File: config.mk
export PLATFORM = sky130hd
export DESIGN_NAME = lease_table_dual_key_lookup_unit
export DESIGN_NICKNAME = d
export VERILOG_FILES = /design/src/rtl/core/ltdk_pkg.sv /design/src/rtl/core/ltdk_mem.sv /design/src/rtl/core/ltdk_ctrl.sv /design/src/rtl/core/ltdk_out.sv /design/src/rtl/core/lease_table_dual_key_lookup_unit.sv
export VERILOG_INCLUDE_DIRS = /design/src /design/src/rtl/core
export SDC_FILE = /design/constraint.sdc
export NUM_CORES = 2
export LEC_CHECK = 0
export BUFFER_PORTS_ARGS = -buffer_cell sky130_fd_sc_hd__buf_2
export CAP_MARGIN = 25
export CORE_MARGIN = 1.5
export CORE_UTILIZATION = 41
export DETAILED_ROUTE_END_ITERATION = 10
export PLACE_DENSITY = 0.53
export SYNTH_ARGS = -nofsm -noshare
export SYNTH_HDL_FRONTEND = slang
export SYNTH_SLANG_ARGS = --single-unit
File: constraint.sdc
create_clock -name clk -period 22.9 [get_ports clk]
set_clock_uncertainty 0.1 [all_clocks]
set_input_delay 4.58 -clock clk [delete_from_list [all_inputs] [get_ports clk]]
set_output_delay 4.58 -clock clk [all_outputs]
set_load 0.005 [all_outputs]
File: src/rtl/core/lease_table_dual_key_lookup_unit_macros.svh
// Assertion macros shared by the lease table RTL.
// The checks compile away when SYNTH is defined.
`ifndef LEASE_TABLE_DUAL_KEY_LOOKUP_UNIT_MACROS_SVH
`define LEASE_TABLE_DUAL_KEY_LOOKUP_UNIT_MACROS_SVH

`ifndef SYNTH

// The consequent must hold in the same cycle as the antecedent.
`define LTDK_ASSERT_NOW(label, clk, rst, ante, cons) \
  label: assert property (@(posedge clk) disable iff (rst) (ante) |-> (cons)) \
    else $error("lease table check failed: same-cycle implication");

// The consequent must hold in the cycle after the antecedent.
`define LTDK_ASSERT_NEXT(label, clk, rst, ante, cons) \
  label: assert property (@(posedge clk) disable iff (rst) (ante) |=> (cons)) \
    else $error("lease table check failed: next-cycle implication");

`else

`define LTDK_ASSERT_NOW(label, clk, rst, ante, cons)
`define LTDK_ASSERT_NEXT(label, clk, rst, ante, cons)

`endif

`endif

File: src/rtl/core/ltdk_pkg.sv
package ltdk_pkg;

  // Command codes carried on the input channel.
  localparam logic [1:0] CMD_RECORD      = 2'd0;
  localparam logic [1:0] CMD_FIND_BY_HW  = 2'd1;
  localparam logic [1:0] CMD_FIND_BY_NET = 2'd2;

  localparam int HW_W  = 48;
  localparam int NET_W = 32;

  // One lease slot as held in the slot memory.
  typedef struct packed {
    logic [HW_W-1:0]  hw;
    logic [NET_W-1:0] net;
  } ltdk_entry_t;

  // Lookup result handed from the scan controller to the output stage.
  typedef struct packed {
    logic             found;
    logic [HW_W-1:0]  hw;
    logic [NET_W-1:0] net;
  } ltdk_result_t;

endpackage

File: src/rtl/core/ltdk_mem.sv
module ltdk_mem #(
  parameter int DEPTH  = 16,
  parameter int ADDR_W = 4
) (
  input  logic                 clk,
  input  logic                 wr_en,
  input  logic [ADDR_W-1:0]    wr_addr,
  input  ltdk_pkg::ltdk_entry_t wr_data,
  input  logic [ADDR_W-1:0]    rd_addr,
  output ltdk_pkg::ltdk_entry_t rd_data
);
  import ltdk_pkg::*;

  ltdk_entry_t mem [DEPTH];

  // Single write port, single read port with registered read data.
  always_ff @(posedge clk) begin
    if (wr_en) begin
      mem[wr_addr] <= wr_data;
    end
    rd_data <= mem[rd_addr];
  end

endmodule

File: src/rtl/core/ltdk_ctrl.sv
`include "lease_table_dual_key_lookup_unit_macros.svh"

module ltdk_ctrl #(
  parameter int DEPTH  = 16,
  parameter int ADDR_W = 4
) (
  input  logic                        clk,
  input  logic                        rst,
  input  logic                        in_valid,
  output logic                        in_stall,
  input  logic [1:0]                  command,
  input  logic [ltdk_pkg::HW_W-1:0]   hw_address,
  input  logic [ltdk_pkg::NET_W-1:0]  net_address,
  output logic                        res_valid,
  input  logic                        res_ready,
  output ltdk_pkg::ltdk_result_t      res,
  output logic                        wr_en,
  output logic [ADDR_W-1:0]           wr_addr,
  output ltdk_pkg::ltdk_entry_t       wr_data,
  output logic [ADDR_W-1:0]           rd_addr,
  input  ltdk_pkg::ltdk_entry_t       rd_data
);
  import ltdk_pkg::*;

  localparam logic ST_IDLE = 1'b0;
  localparam logic ST_SCAN = 1'b1;
  localparam logic [ADDR_W-1:0] LAST = ADDR_W'(DEPTH - 1);

  logic              state;
  logic              state_next;
  logic [DEPTH-1:0]  slot_valid;
  logic [ADDR_W-1:0] wr_ptr;
  logic [ADDR_W-1:0] cnt;
  logic              by_hw;
  logic [HW_W-1:0]   key_hw;
  logic [NET_W-1:0]  key_net;

  logic in_accept;
  logic is_lookup;
  logic key_match;
  logic hit;
  logic done;
  logic advance;

  // Input side: one beat at a time, taken only while no scan is running.
  assign in_stall  = (state != ST_IDLE);
  assign in_accept = in_valid && !in_stall;
  assign is_lookup = (command == CMD_FIND_BY_HW) || (command == CMD_FIND_BY_NET);

  // Record writes straight into the slot named by the ring pointer.
  assign wr_en   = in_accept && (command == CMD_RECORD);
  assign wr_addr = wr_ptr;
  assign wr_data = '{hw: hw_address, net: net_address};

  // Compare the entry whose read data has just arrived.
  assign key_match = by_hw ? (rd_data.hw == key_hw) : (rd_data.net == key_net);
  assign hit       = slot_valid[cnt] && key_match;
  assign done      = hit || (cnt == LAST);
  assign advance   = (state == ST_SCAN) && !done;

  assign res_valid = (state == ST_SCAN) && done;
  assign res.found = hit;
  assign res.hw    = hit ? rd_data.hw : '0;
  assign res.net   = hit ? rd_data.net : '0;

  // Read the next slot while scanning; hold the current one while the result waits.
  always_comb begin
    if (state == ST_SCAN) begin
      rd_addr = advance ? (cnt + ADDR_W'(1)) : cnt;
    end else begin
      rd_addr = '0;
    end
  end

  // State transitions.
  always_comb begin
    state_next = state;
    case (state)
      ST_IDLE: begin
        if (in_accept && is_lookup) begin
          state_next = ST_SCAN;
        end
      end
      ST_SCAN: begin
        if (res_valid && res_ready) begin
          state_next = ST_IDLE;
        end
      end
      default: state_next = ST_IDLE;
    endcase
  end

  // Control registers.
  always_ff @(posedge clk) begin
    if (rst) begin
      state      <= ST_IDLE;
      slot_valid <= '0;
      wr_ptr     <= '0;
      cnt        <= '0;
    end else begin
      state <= state_next;
      if (wr_en) begin
        slot_valid[wr_ptr] <= 1'b1;
        wr_ptr <= (wr_ptr == LAST) ? '0 : (wr_ptr + ADDR_W'(1));
      end
      if (in_accept && is_lookup) begin
        cnt <= '0;
      end else if (advance) begin
        cnt <= cnt + ADDR_W'(1);
      end
    end
  end

  // Search key, captured with the lookup beat.
  always_ff @(posedge clk) begin
    if (in_accept && is_lookup) begin
      by_hw   <= (command == CMD_FIND_BY_HW);
      key_hw  <= hw_address;
      key_net <= net_address;
    end
  end

  `LTDK_ASSERT_NEXT(a_record_sets_valid, clk, rst, wr_en, slot_valid[$past(wr_ptr)])
  `LTDK_ASSERT_NOW(a_hit_matches_key, clk, rst, res_valid && res.found,
                   (by_hw && res.hw == key_hw) || (!by_hw && res.net == key_net))
  `LTDK_ASSERT_NOW(a_no_write_in_scan, clk, rst, state == ST_SCAN, !wr_en && in_stall)

endmodule

File: src/rtl/core/ltdk_out.sv
module ltdk_out (
  input  logic                        clk,
  input  logic                        rst,
  input  logic                        res_valid,
  output logic                        res_ready,
  input  ltdk_pkg::ltdk_result_t      res,
  output logic                        out_valid,
  input  logic                        out_stall,
  output logic                        found,
  output logic [ltdk_pkg::HW_W-1:0]   match_hw_address,
  output logic [ltdk_pkg::NET_W-1:0]  match_net_address
);
  import ltdk_pkg::*;

  // The register can take a new beat when empty or when its beat leaves now.
  assign res_ready = !out_valid || !out_stall;

  always_ff @(posedge clk) begin
    if (rst) begin
      out_valid <= 1'b0;
    end else if (res_ready) begin
      out_valid <= res_valid;
    end
  end

  // Payload is loaded only with a new beat, so a stalled beat holds.
  always_ff @(posedge clk) begin
    if (res_ready && res_valid) begin
      found             <= res.found;
      match_hw_address  <= res.hw;
      match_net_address <= res.net;
    end
  end

endmodule

File: src/rtl/core/lease_table_dual_key_lookup_unit.sv
// Lease table: pairs of 48-bit hardware and 32-bit network addresses.
// Input channel (in_valid / in_stall) carries command, hw_address and
// net_address. A record beat writes the pair into the slot at the ring
// pointer, overwriting the oldest slot once the table is full; it gives no
// result. Command code 3 is dropped without effect. A lookup beat scans
// the slots one per cycle through the slot memory read port, stopping at
// the lowest valid match. One result beat follows on the output channel
// (out_valid / out_stall): found plus both addresses, zero on a miss. The
// input is stalled for the whole scan, so no new beat is taken until the
// lookup's result has left the controller. While the receiver stalls, the
// result sits in the output register and a further finished scan waits in
// the controller, holding the input stalled. Reset clears all valid marks
// and the ring pointer.
module lease_table_dual_key_lookup_unit #(
  parameter int TABLE_ENTRIES = 16
) (
  input  logic                        clk,
  input  logic                        rst,
  input  logic                        in_valid,
  output logic                        in_stall,
  input  logic [1:0]                  command,
  input  logic [ltdk_pkg::HW_W-1:0]   hw_address,
  input  logic [ltdk_pkg::NET_W-1:0]  net_address,
  output logic                        out_valid,
  input  logic                        out_stall,
  output logic                        found,
  output logic [ltdk_pkg::HW_W-1:0]   match_hw_address,
  output logic [ltdk_pkg::NET_W-1:0]  match_net_address
);
  import ltdk_pkg::*;

  localparam int ADDR_W = (TABLE_ENTRIES > 1) ? $clog2(TABLE_ENTRIES) : 1;

  logic              wr_en;
  logic [ADDR_W-1:0] wr_addr;
  ltdk_entry_t       wr_data;
  logic [ADDR_W-1:0] rd_addr;
  ltdk_entry_t       rd_data;
  logic              res_valid;
  logic              res_ready;
  ltdk_result_t      res;

  // Slot contents.
  ltdk_mem #(
    .DEPTH  (TABLE_ENTRIES),
    .ADDR_W (ADDR_W)
  ) u_mem (
    .clk     (clk),
    .wr_en   (wr_en),
    .wr_addr (wr_addr),
    .wr_data (wr_data),
    .rd_addr (rd_addr),
    .rd_data (rd_data)
  );

  // Valid marks, ring pointer and the scan sequencer.
  ltdk_ctrl #(
    .DEPTH  (TABLE_ENTRIES),
    .ADDR_W (ADDR_W)
  ) u_ctrl (
    .clk         (clk),
    .rst         (rst),
    .in_valid    (in_valid),
    .in_stall    (in_stall),
    .command     (command),
    .hw_address  (hw_address),
    .net_address (net_address),
    .res_valid   (res_valid),
    .res_ready   (res_ready),
    .res         (res),
    .wr_en       (wr_en),
    .wr_addr     (wr_addr),
    .wr_data     (wr_data),
    .rd_addr     (rd_addr),
    .rd_data     (rd_data)
  );

  // Result register on the output channel.
  ltdk_out u_out (
    .clk               (clk),
    .rst               (rst),
    .res_valid         (res_valid),
    .res_ready         (res_ready),
    .res               (res),
    .out_valid         (out_valid),
    .out_stall         (out_stall),
    .found             (found),
    .match_hw_address  (match_hw_address),
    .match_net_address (match_net_address)
  );

endmodule

Word-level counts from Yosys, hierarchy flattened

Memory sizes are Yosys's and may differ from the RTL's. A register that Yosys moved wholly into a read port is not among the register bits.
Index checks and enable logic that the tools add are counted.

Output and inout port bits: 83
Memories: 1
Input bits: 86
Register bits: 188
Logic and storage cells: 55
Memory bits (writable): 1280

Reduce and logical (&&, ||, !) cells: 17
Equality and inequality tests: 6
Add/sub/neg operators: 2
Mux-type cells: 13
Bitwise gates (word level): 2
$lt $le $gt $ge: 3

Memory list:

| name      | words | bits a word | read ports | clocked after Yosys merged registers in | wr ports | RTL line       | source |
|---|---|---|---|---|---|---|---|
| u_mem.mem | 16    | 80          | 1          | 1                                       | 1        | ltdk_mem.sv:14 | `ltdk_entry_t mem [DEPTH];` |

Operators with widths:

| cell                                                                                | count |
|---|---|
| 48-bit == test                                                                      | 1 |
| 32-bit == test                                                                      | 1 |
| 16-bit OR                                                                           | 1 |
| 4-bit 2-to-1 mux                                                                    | 3 |
| 4-bit by 5-bit < comparator with 1-bit output, second input constant                | 2 |
| 4-bit by 1-bit adder with 4-bit output, second input constant                       | 2 |
| 4-bit == test, second input constant                                                | 2 |
| 1-bit logical AND                                                                   | 8 |
| 1-bit 2-to-1 mux                                                                    | 7 |
| 1-bit binary-select mux with 4-bit select                                           | 1 |
| 1-bit demux with 4-bit select                                                       | 1 |
| 4-bit by 1-bit greater-or-equal comparator with 1-bit output, second input constant | 1 |
| 1-bit logical NOT                                                                   | 4 |
| 1-bit logical OR                                                                    | 3 |
| 2-bit by 1-bit == test with 1-bit output, second input constant                     | 1 |
| 2-bit == test, second input constant                                                | 1 |
| 2-bit logical NOT                                                                   | 1 |
| 1-bit case mux with 2 select lines                                                  | 1 |
| 2-bit OR reduction                                                                  | 1 |
| 1-bit NOT                                                                           | 1 |

Longest topological paths before layout

Depth in word-level cells: 8
Gate-level depth with buffers: 15

By module

From an unflattened synthesis, not the netlist that was laid out.

Cell total of the unflattened synthesis: 2643
Area, all modules: 57597.7 sq um

Modules (own cells, without submodules):

| module    | cells an instance | instances | sequential area each (sq um) | area an instance (sq um) |
|---|---|---|---|---|
| ltdk_mem  | 2054              | 1         | 40038.4                      | 49422.4 |
| ltdk_ctrl | 503               | 1         | 2932.8                       | 5704.2 |
| ltdk_out  | 86                | 1         | 2452.4                       | 2471.1 |

Least setup slack after synthesis

No wires, ideal clock.

Path type: input-to-reg
Start: input command[1]
End: memory u_mem.mem[3][0] (netlist name), enable pin
Data arrival time: 10.794 ns
Setup time: 0.619 ns
Stages on the path: 6
Path buffers: 1
Required time: 22.181 ns
Path slack: 11.387 ns
Path through: inv_1 > ha_1 > and3_1 > clkbuf_1 > nand2_1 > nor3_1

Longest elaborated chain between the ends: 4

Ends and longest elaborated chain:

| item                                   | RTL line                               | source |
|---|---|---|
| start, declared                        | lease_table_dual_key_lookup_unit.sv:21 | `input logic [1:0] command,` |
| 2-bit logical NOT                      | ltdk_ctrl.sv:51                        | `assign wr_en = in_accept && (command == CMD_RECORD);` |
| 1-bit logical AND                      | ltdk_ctrl.sv:51                        |  |
| 1-bit 2-to-1 mux                       | ltdk_mem.sv:18                         | `if (wr_en) begin` |
| 1-bit 2-to-1 mux (implied by the code) | ltdk_mem.sv:19                         | `mem[wr_addr] <= wr_data;` |
| end, declared                          | ltdk_mem.sv:14                         |  |

No other way between the ends.

Worst setup path after layout

Start: input command[0]
End: memory u_mem.mem[4][7] (netlist name), enable pin

The elaborated chain is that of the path after synthesis.

==> qor.csv <==
stage,metric,value,unit
run_status,status,"complete, but fails checks",
run_status,violations,slew limit,
logic_synthesis,synth_edf_count,1442,
logic_synthesis,yosys.area.top_type,edfxtp_1,
logic_synthesis,yosys_warnings,0,
critical_path,cp-start-kind,input port,
clock_network,postCtsHoldBufs,0,
route,wirelength,182,mm
die,initial_core_util,41.5,%
placed_design,gp_congestion,0.783,
die,die_x,390,microns
min_path,hold_path_class,flop to flop,
global_routing,antenna_found_initial,11,
critical_path,crit_top_cell,buf_4,
timing,hold_violations,0,
timing,worstMarginPinSlew,1.55,ns
global_routing,track_usage,23.6,%
clock_network,clk_latency,0.81,ns
logic_synthesis,synth_top_family_by_area,compound AO/OA/AOI/OAI gates,
layout,fill_cells,12700,
clock_network,cts_resized,0,
logic_synthesis,synth.most_common_cell,edfxtp_1,
layout,syn_to_final_growth,13.6,%
power,max-vdd-ir-drop,82.0,uV
logic_synthesis,yosysSeqAreaShare,73.8,%
placed_design,hpwl,100,mm
logic_synthesis,synth_compound_area_share,11.6,%
logic_synthesis,synth_area_leaders,"edfxtp_1 70%, dfxtp_1 3.4%, o22ai_1 3.3%, mux2i_1 2.6%, a32o_1 2.6%",
critical_path,timing.rr.start,u_ctrl.cnt[0]$_SDFF_PP0_,
clock_network,cts-root-buf,clkbuf_16,
route,wl_per_cell,28.1,microns
logic_synthesis,synthesis.area,61500,sq um
route,via_per_inst,5.93,
critical_path,crit_chain,"buf_2, inv_1, ha_1, and3_1, nand2_1, nor2_4, buf_4, buf_4",
power,p_leak,0.0217,uW
critical_path,worst_ep_required_time,23.21,ns
placed_design,dpl.cell_count,6151,
logic_synthesis,synth_fa_ha_area_share,0.142,%
critical_path,worstPathArrival,7.71,ns
timing,slew_violations,31,
clock_network,htreeDepth,4,
critical_path,crit_path_start,command[0],
power,power.density,88.5,nW/um^2
die,core-area,148000,sq um
die,io_pins,169,
timing,slew_headroom,-3.59,%
global_routing,grt_max_degree,171,
logic_synthesis,async_reset_ff_share,0,%
logic_synthesis,ys_ff_latch,1548,
layout,drive_gt1_share,13.8,%
die,fp-row-count,141,
logic_synthesis,synth.mux.area_fraction,2.80,%
power,totalPowerFinal,6190,uW
clock_network,clock-sinks,1548,
clock_network,cts_buffers,165,
global_routing,grt_pass1_wl,263,mm
critical_path,worstSetupPathType,input port to flop,
timing,layout_min_cycle_time,7.40,ns
clock_network,cts_setup_buffers,0,
logic_synthesis,synthDistinctLibCells,45,
logic_synthesis,post_synth.cell_area_avg,14.6,sq um
route,drtPass1Iterations,5,
logic_synthesis,yosys.area.top_type_share,70.4,%
route,vias,38300,
critical_path,crit_path_max_incr_delay,0.72,ns
die,die_height,390,microns
clock_network,clkSlewWorstSetupHoldPaths,0.06,ns
layout,final_cells,6458,
layout,fin_nets,4411,
critical_path,crit_path_end_kind,flop,
layout,antennaDiodeCount,0,
logic_synthesis,syn_nets,4311,
critical_path,worst_path_max_delay_cell,nor2_4,
route,drt_iter0_drc,3866,
logic_synthesis,synth_flop_cell,edfxtp_1,
timing,finalCritPeriodShare,32.3,%
clock_network,clock_path_buffers,3,
die,die_area,152000,sq um
route,antenna_left,0,
route,drcViolationCount,0,
timing,fmax,135,MHz
logic_synthesis,yosys.area_share.simple,8.26,%
global_routing,grt_pass1_vias,37100,
critical_path,critPathMaxFanout,31,
run,maxCapViolCount,0,
clock_network,cts_tree,yes,
min_path,min_from,u_ctrl.slot_valid[14]$_SDFFE_PP0P_,
logic_synthesis,syn_inst,4218,
layout,utilization,47.1,%
logic_synthesis,synth-xor-area-share,1.21,%
timing,setup_viol_count_final,0,
timing,setup_tns,0,ns
placed_design,port_buffers,168,
global_routing,grt-ovfl-total,0,
timing,rsz0062_at_grt,no,
logic_synthesis,synth_common_cells,"1,442 x edfxtp_1, 379 x nor2_1, 336 x nand2_1",
[per-stage QoR]
stage | area [sq um] | setup slack (ns) | hold slack (ns)
2_1_floorplan | 61500 | 11.39 | 0.335
3_3_place_gp | 64500 | 14.66 | 0.345
3_5_place_dp | 64500 | 14.68 | 0.359
4_1_cts | 69800 | 15.53 | 0.372
5_1_grt | 69900 | 15.38 | 0.404
6_report | 69900 | 15.50 | 0.370
[metal layers]
metal  global-route usage [%]  wire length, microns  vias up
li1                         -                     -    16800
met1                     34.2                 80900    19800
met2                     36.5                 83700     1501
met3                     4.32                 13000      255
met4                     6.10                  3800       14
met5                        0                    87        -
[critical path, delay by kind of cell]
| kind | cells | cell delay, ns |
|---|---|---|
| simple gates | 3 | 1.53 |
| fa+ha+maj | 1 | 0.14 |
| buf+inv | 4 | 1.40 |
[power by group]
group	switching, uW	total (uW)	internal (uW)
Sequential	43.5	3170	3130
Combinational	283	396	114
Clock	1110	2620	1510
[sequential cells by signal, summed over array words and instances (netlist names)]
name,cells
u_mem.mem,1280
u_out.out_valid,1
u_ctrl.key_net,32
u_mem.rd_data,80
u_ctrl.key_hw,48
u_out.match_hw_address,48
u_out.match_net_address,32
u_out.found,1
u_ctrl.cnt,4
u_ctrl.by_hw,1
u_ctrl.in_stall,1
u_ctrl.slot_valid,16
u_ctrl.wr_addr,4
[final timing paths]
| kind | to | slack (ns) | cells after the start |
|---|---|---|---|
| hold / removal | u_ctrl.slot_valid[14]$_SDFFE_PP0P_ | 0.37 | 2 |
| setup reg to reg | u_mem.rd_data[69]$_DFF_P_ | 16.29 | 12 |
| setup / recovery | u_mem.mem[4][7]$_DFFE_PP_ | 15.50 | 8 |
| hold reg to reg | u_ctrl.slot_valid[14]$_SDFFE_PP0P_ | 0.37 | 2 |
[cell usage in the layout, fill, tap and decap left out, drive strengths merged, types with 159 or more instances in the layout]
master,n
edfxtp,1442
nor2,379
nand2,336
o22ai,323
a21oi,250
buf,249
clkbuf,237
o21ai,166
mux2i,161
o221ai,159
[logic make-up (layout without fill, tap and decap cells)]
| family | after synthesis | count (layout) |
|---|---|---|
| AO/OA/AOI/OAI | 1065 | 1065 |
| flip-flops | 1548 | 1548 |
| XOR/XNOR | 85 | 85 |
| adder cells (fa/ha/maj) | 7 | 7 |
| buffers and inverters | 325 | 563 |
| AND/OR/NAND/NOR | 1021 | 1021 |
| multiplexers | 167 | 167 |
[final cells by class]
cell class              instances  area [sq um]  area share [%]
inverters                       9          42.5          0.0609
clock inverters                68           599           0.857
well taps                    2002          2500            3.58
clock buffers                 237          4720            6.75
repair buffers                249          1560            2.23
multi-input cells            2345         15000            21.5
flip-flops and latches       1548         45400            65.0
Power figures use the tool's default switching activity.
